===== src/rtl/scgd_sqrt_pipe.sv =====
// Pipelined integer square root, one result bit per register stage.
`default_nettype none

module scgd_sqrt_pipe #(
   parameter int IN_W = 34
) (
   input  wire logic              clock,
   input  wire logic              en,
   input  wire logic [IN_W-1:0]   radicand,
   output logic      [IN_W/2-1:0] root
);

   localparam int R_W = IN_W / 2;
   localparam int RW  = R_W + 3;

   logic [RW-1:0]   rem_ff  [R_W];
   logic [R_W-1:0]  root_ff [R_W];
   logic [IN_W-1:0] rad_ff  [R_W];

   for (genvar k = 0; k < R_W; k++) begin : g_stage
      logic [RW-1:0]   rem_p;
      logic [R_W-1:0]  root_p;
      logic [IN_W-1:0] rad_p;
      logic [RW-1:0]   rem_sh;
      logic [RW-1:0]   trial;
      logic            fits;

      if (k == 0) begin : g_first
         assign rem_p  = '0;
         assign root_p = '0;
         assign rad_p  = radicand;
      end else begin : g_next
         assign rem_p  = rem_ff[k-1];
         assign root_p = root_ff[k-1];
         assign rad_p  = rad_ff[k-1];
      end

      // Bring down the next two radicand bits and try the next root bit.
      assign rem_sh = {rem_p[R_W:0], rad_p[IN_W-1 -: 2]};
      assign trial  = {1'b0, root_p, 2'b01};
      assign fits   = (rem_sh >= trial);

      always_ff @(posedge clock) begin
         if (en) begin
            rem_ff[k]  <= fits ? (rem_sh - trial) : rem_sh;
            root_ff[k] <= {root_p[R_W-2:0], fits};
            rad_ff[k]  <= {rad_p[IN_W-3:0], 2'b00};
         end
      end
   end

   assign root = root_ff[R_W-1];

endmodule

`default_nettype wire


===== config.mk =====
export PLATFORM = sky130hd
export DESIGN_NAME = scgd_sqrt_pipe
export DESIGN_NICKNAME = d
export VERILOG_FILES = /design/src/rtl/scgd_sqrt_pipe.sv
export SDC_FILE = /design/constraint.sdc
export NUM_CORES = 1
export LEC_CHECK = 0
export ABC_AREA = 0
export ABC_CLOCK_PERIOD_IN_PS = 3400
export BUFFER_PORTS_ARGS = -buffer_cell sky130_fd_sc_hd__buf_4
export CAP_MARGIN = 10
export CORE_ASPECT_RATIO = 0.5
export CORE_MARGIN = 4
export CORE_UTILIZATION = 63
export DETAILED_ROUTE_END_ITERATION = 12
export HOLD_SLACK_MARGIN = 0.03
export PLACE_DENSITY = 0.8
export SYNTH_ARGS = -nofsm -noshare
export SYNTH_HDL_FRONTEND = slang
export SYNTH_SLANG_ARGS = --single-unit

===== constraint.sdc =====
create_clock -name clock -period 3.4 [get_ports clock]
set_clock_uncertainty 0.1 [all_clocks]
set_input_delay 0.17 -clock clock [delete_from_list [all_inputs] [get_ports clock]]
set_output_delay 0.17 -clock clock [all_outputs]
set_load 0.01 [all_outputs]

==> reports/metrics.yaml <==
place:
  port_buffers: 52
  place_area_um2: 33100
  dp_cells: 3052
  place_congestion: 0.934
  dp_hpwl_um: 35900
pwr:
  vdd_ir_drop_max_mv: 0.545
  powerDensity_nw_per_um2: 597
  leakage_uw: 0.0137
critical_path:
  worst-path-buf-inv: 0
  cp_top_family: "simple AND/OR/NAND/NOR gates"
  crit_path_max_incr_delay_ns: 0.66
  critPathLaunchType: "register"
  path_class: "register to register"
  critPathCaptureType: "register"
  cp_max_fo: 20
  slowest_stage: "or3_1"
  required_ns: 3.67
  worstPathCellList: "ha_1 > nor2b_1 > o31ai_1 > a21oi_1 > o2bb2ai_1 > or3_1 > mux2_2"
  crit_arrival_ns: 3.36
cts:
  htreeDepth: 2
  postCtsSetupRepairBufs: 0
  cts_resized: 0
  cts_hold_buf: 36
  cts-root-buf: "clkbuf_16"
  path_clk_slew_ns: 0.07
  clockBufferDepth: 3
  cts_tree: "done"
  clock_latency_ns: 0.62
  clock-sinks: 693
  numCtsBuffers: 58
final_layout:
  final_common_cell: "edfxtp_1"
  diodes: 0
  nets: 2706
  drive_gt1_share_pct: 9.58
  finalInstanceArea_um2: 35300
  layout_common_cells: "edfxtp_1, inv_1, ha_1"
  finalNonFillerCells: 3196
  syn_to_final_growth_pct: 11.4
floorplanning:
  rows: 57
  core_um2: 49100
  start_util_pct: 64.6
  fp.dieW_um: 325
  die_h_um: 167
  dieArea_um2: 54200
  io_pins: 53
routing:
  vias_per_cell: 5.65
  final_antenna_net_count: 0
  wl_um: 52200
  drt-wirelength-per-cell_um: 16.3
  vias: 18100
  dr.first_iter.drc_count: 1222
  drc: 0
  dr.pass1.iters: 5
logic_synthesis:
  yosys_warnings: 0
  syn_inst: 2353
  synth-edff-count: 693
  syn_nets: 2560
  synth_cell_type_count: 72
  synth_area_per_cell_um2: 13.5
  synthFlopType: "edfxtp_1"
  ys_ff_latch: 693
  ys_seq_area_share_pct: 65.6
  netlist_area_um2: 31700
  async_flop_share_pct: 0
timing:
  fmax_mhz: 323
  maxSlewHeadroom_pct: 48.8
  setup_viol: 0
  fin_crit_ns: 3.10
  rsz0062_at_grt: "no"
  hold_viol: 0
  maxSlewViolCount: 0
  fin_crit_sh_pct: 91.1
  fin_setup_tns_ns: 0
  tightest_slew_ns: 0.768
grt:
  grt_usage_pct: 19.2
  grt_pass1_wl_um: 85800
  antenna_found_initial: 0
  grt_start_max_net_pins: 91
  overflow: 0
  grt_pass1_vias: 18400
min_path:
  hold_path_class: "primary input to register"
run_status:
  status: "complete, no violations"
run:
  maxCapViolCount: 0
-- metrics by stage --
| step | utilization [%] | setup WS, ns | hold slack (ns) | total power (µW) |
|---|---|---|---|---|
| 2_1_floorplan | - | 0.427 | 0.169 | 13600 |
| 3_3_place_gp | 67.3 | 0.309 | 0.248 | 14500 |
| 3_5_place_dp | 67.3 | 0.295 | 0.249 | 14600 |
| 4_1_cts | 71.9 | 0.286 | 0.131 | 21300 |
| 5_1_grt | 71.9 | 0.122 | 0.137 | 22200 |
| 6_report | 71.9 | 0.301 | 0.167 | 21100 |
-- flip-flops by register name, summed over array words and instances, names as in the netlist --
name     flops
rem_ff     268
root_ff    153
rad_ff     272
-- synthesized netlist by cell type (4+ instances only) --
library cell | instances | area share [%]
a211oi_1 | 16 | 0.38
a21boi_0 | 6 | 0.14
a21o_1 | 32 | 0.76
a21oi_1 | 163 | 2.6
a31oi_1 | 5 | 0.099
and2_1 | 11 | 0.22
and3_1 | 7 | 0.14
buf_2 | 9 | 0.14
clkbuf_1 | 14 | 0.17
edfxtp_1 | 693 | 66
ha_1 | 171 | 6.7
inv_1 | 204 | 2.4
mux2_2 | 53 | 1.9
mux2i_1 | 4 | 0.13
nand2_1 | 127 | 1.5
nand2b_1 | 26 | 0.51
nand3_1 | 28 | 0.44
nand3b_1 | 8 | 0.19
nand4_1 | 18 | 0.35
nand4b_1 | 6 | 0.17
nor2_1 | 156 | 1.8
nor2b_1 | 25 | 0.49
nor3_1 | 50 | 0.79
nor3b_1 | 10 | 0.24
nor4_1 | 23 | 0.45
nor4b_1 | 6 | 0.17
o211ai_1 | 12 | 0.28
o21a_1 | 32 | 0.76
o21ai_0 | 107 | 1.7
o21bai_1 | 12 | 0.28
o22ai_1 | 4 | 0.079
o31ai_1 | 11 | 0.26
or2_2 | 13 | 0.26
or3_1 | 26 | 0.51
or4_1 | 16 | 0.38
xnor2_1 | 105 | 2.9
xor2_1 | 89 | 2.5
-- cells by family after synthesis --
logic type	after synthesis	share of synthesized area, %
compound gates	434	8.29
xor+xnor	194	5.36
flops	693	65.6
fa+ha+maj	171	6.74
buf+inv	231	2.79
mux	58	2.05
other cells	1	0.0118
simple gates	571	9.16
-- routing by layer --
metal / GRT usage [%] / vias to the layer above / wire, µm
li1: - / 8980 / -
met1: 20.6 / 8601 / 20200
met2: 37.6 / 339 / 28300
met3: 3.27 / 147 / 1760
met4: 7.59 / 0 / 2040
met5: 0 / - / 0
-- worst paths after layout --
check,start,to,slack (ns),depth (start not counted)
max,rem_ff[0][180]$_DFFE_PP_,rem_ff[0][211]$_DFFE_PP_,0.30,7
max reg2reg,rem_ff[0][180]$_DFFE_PP_,rem_ff[0][211]$_DFFE_PP_,0.30,7
min reg2reg,rad_ff[0][80]$_DFFE_PP_,rad_ff[0][114]$_DFFE_PP_,0.31,0
min,radicand[11],rad_ff[0][11]$_DFFE_PP_,0.17,2
-- layout make-up --
class | instances | area (µm²)
Clock buffer | 71 | 1500
Fill cell | 3205 | 13800
Inverter | 204 | 766
Timing Repair Buffer | 113 | 1030
Clock inverter | 37 | 393
Multi-Input combinational cell | 1429 | 10000
Sequential cell | 693 | 20800
Tap cell | 649 | 812
-- power breakdown --
group	total, µW	switching, µW	internal (µW)	leakage, µW
registers	11100	510	10600	0.00664
clock network	6640	3010	3620	0.000906
logic	3370	1800	1570	0.00613
total	21100	5320	15800	0.0137
(Power assumes the default switching activity.)
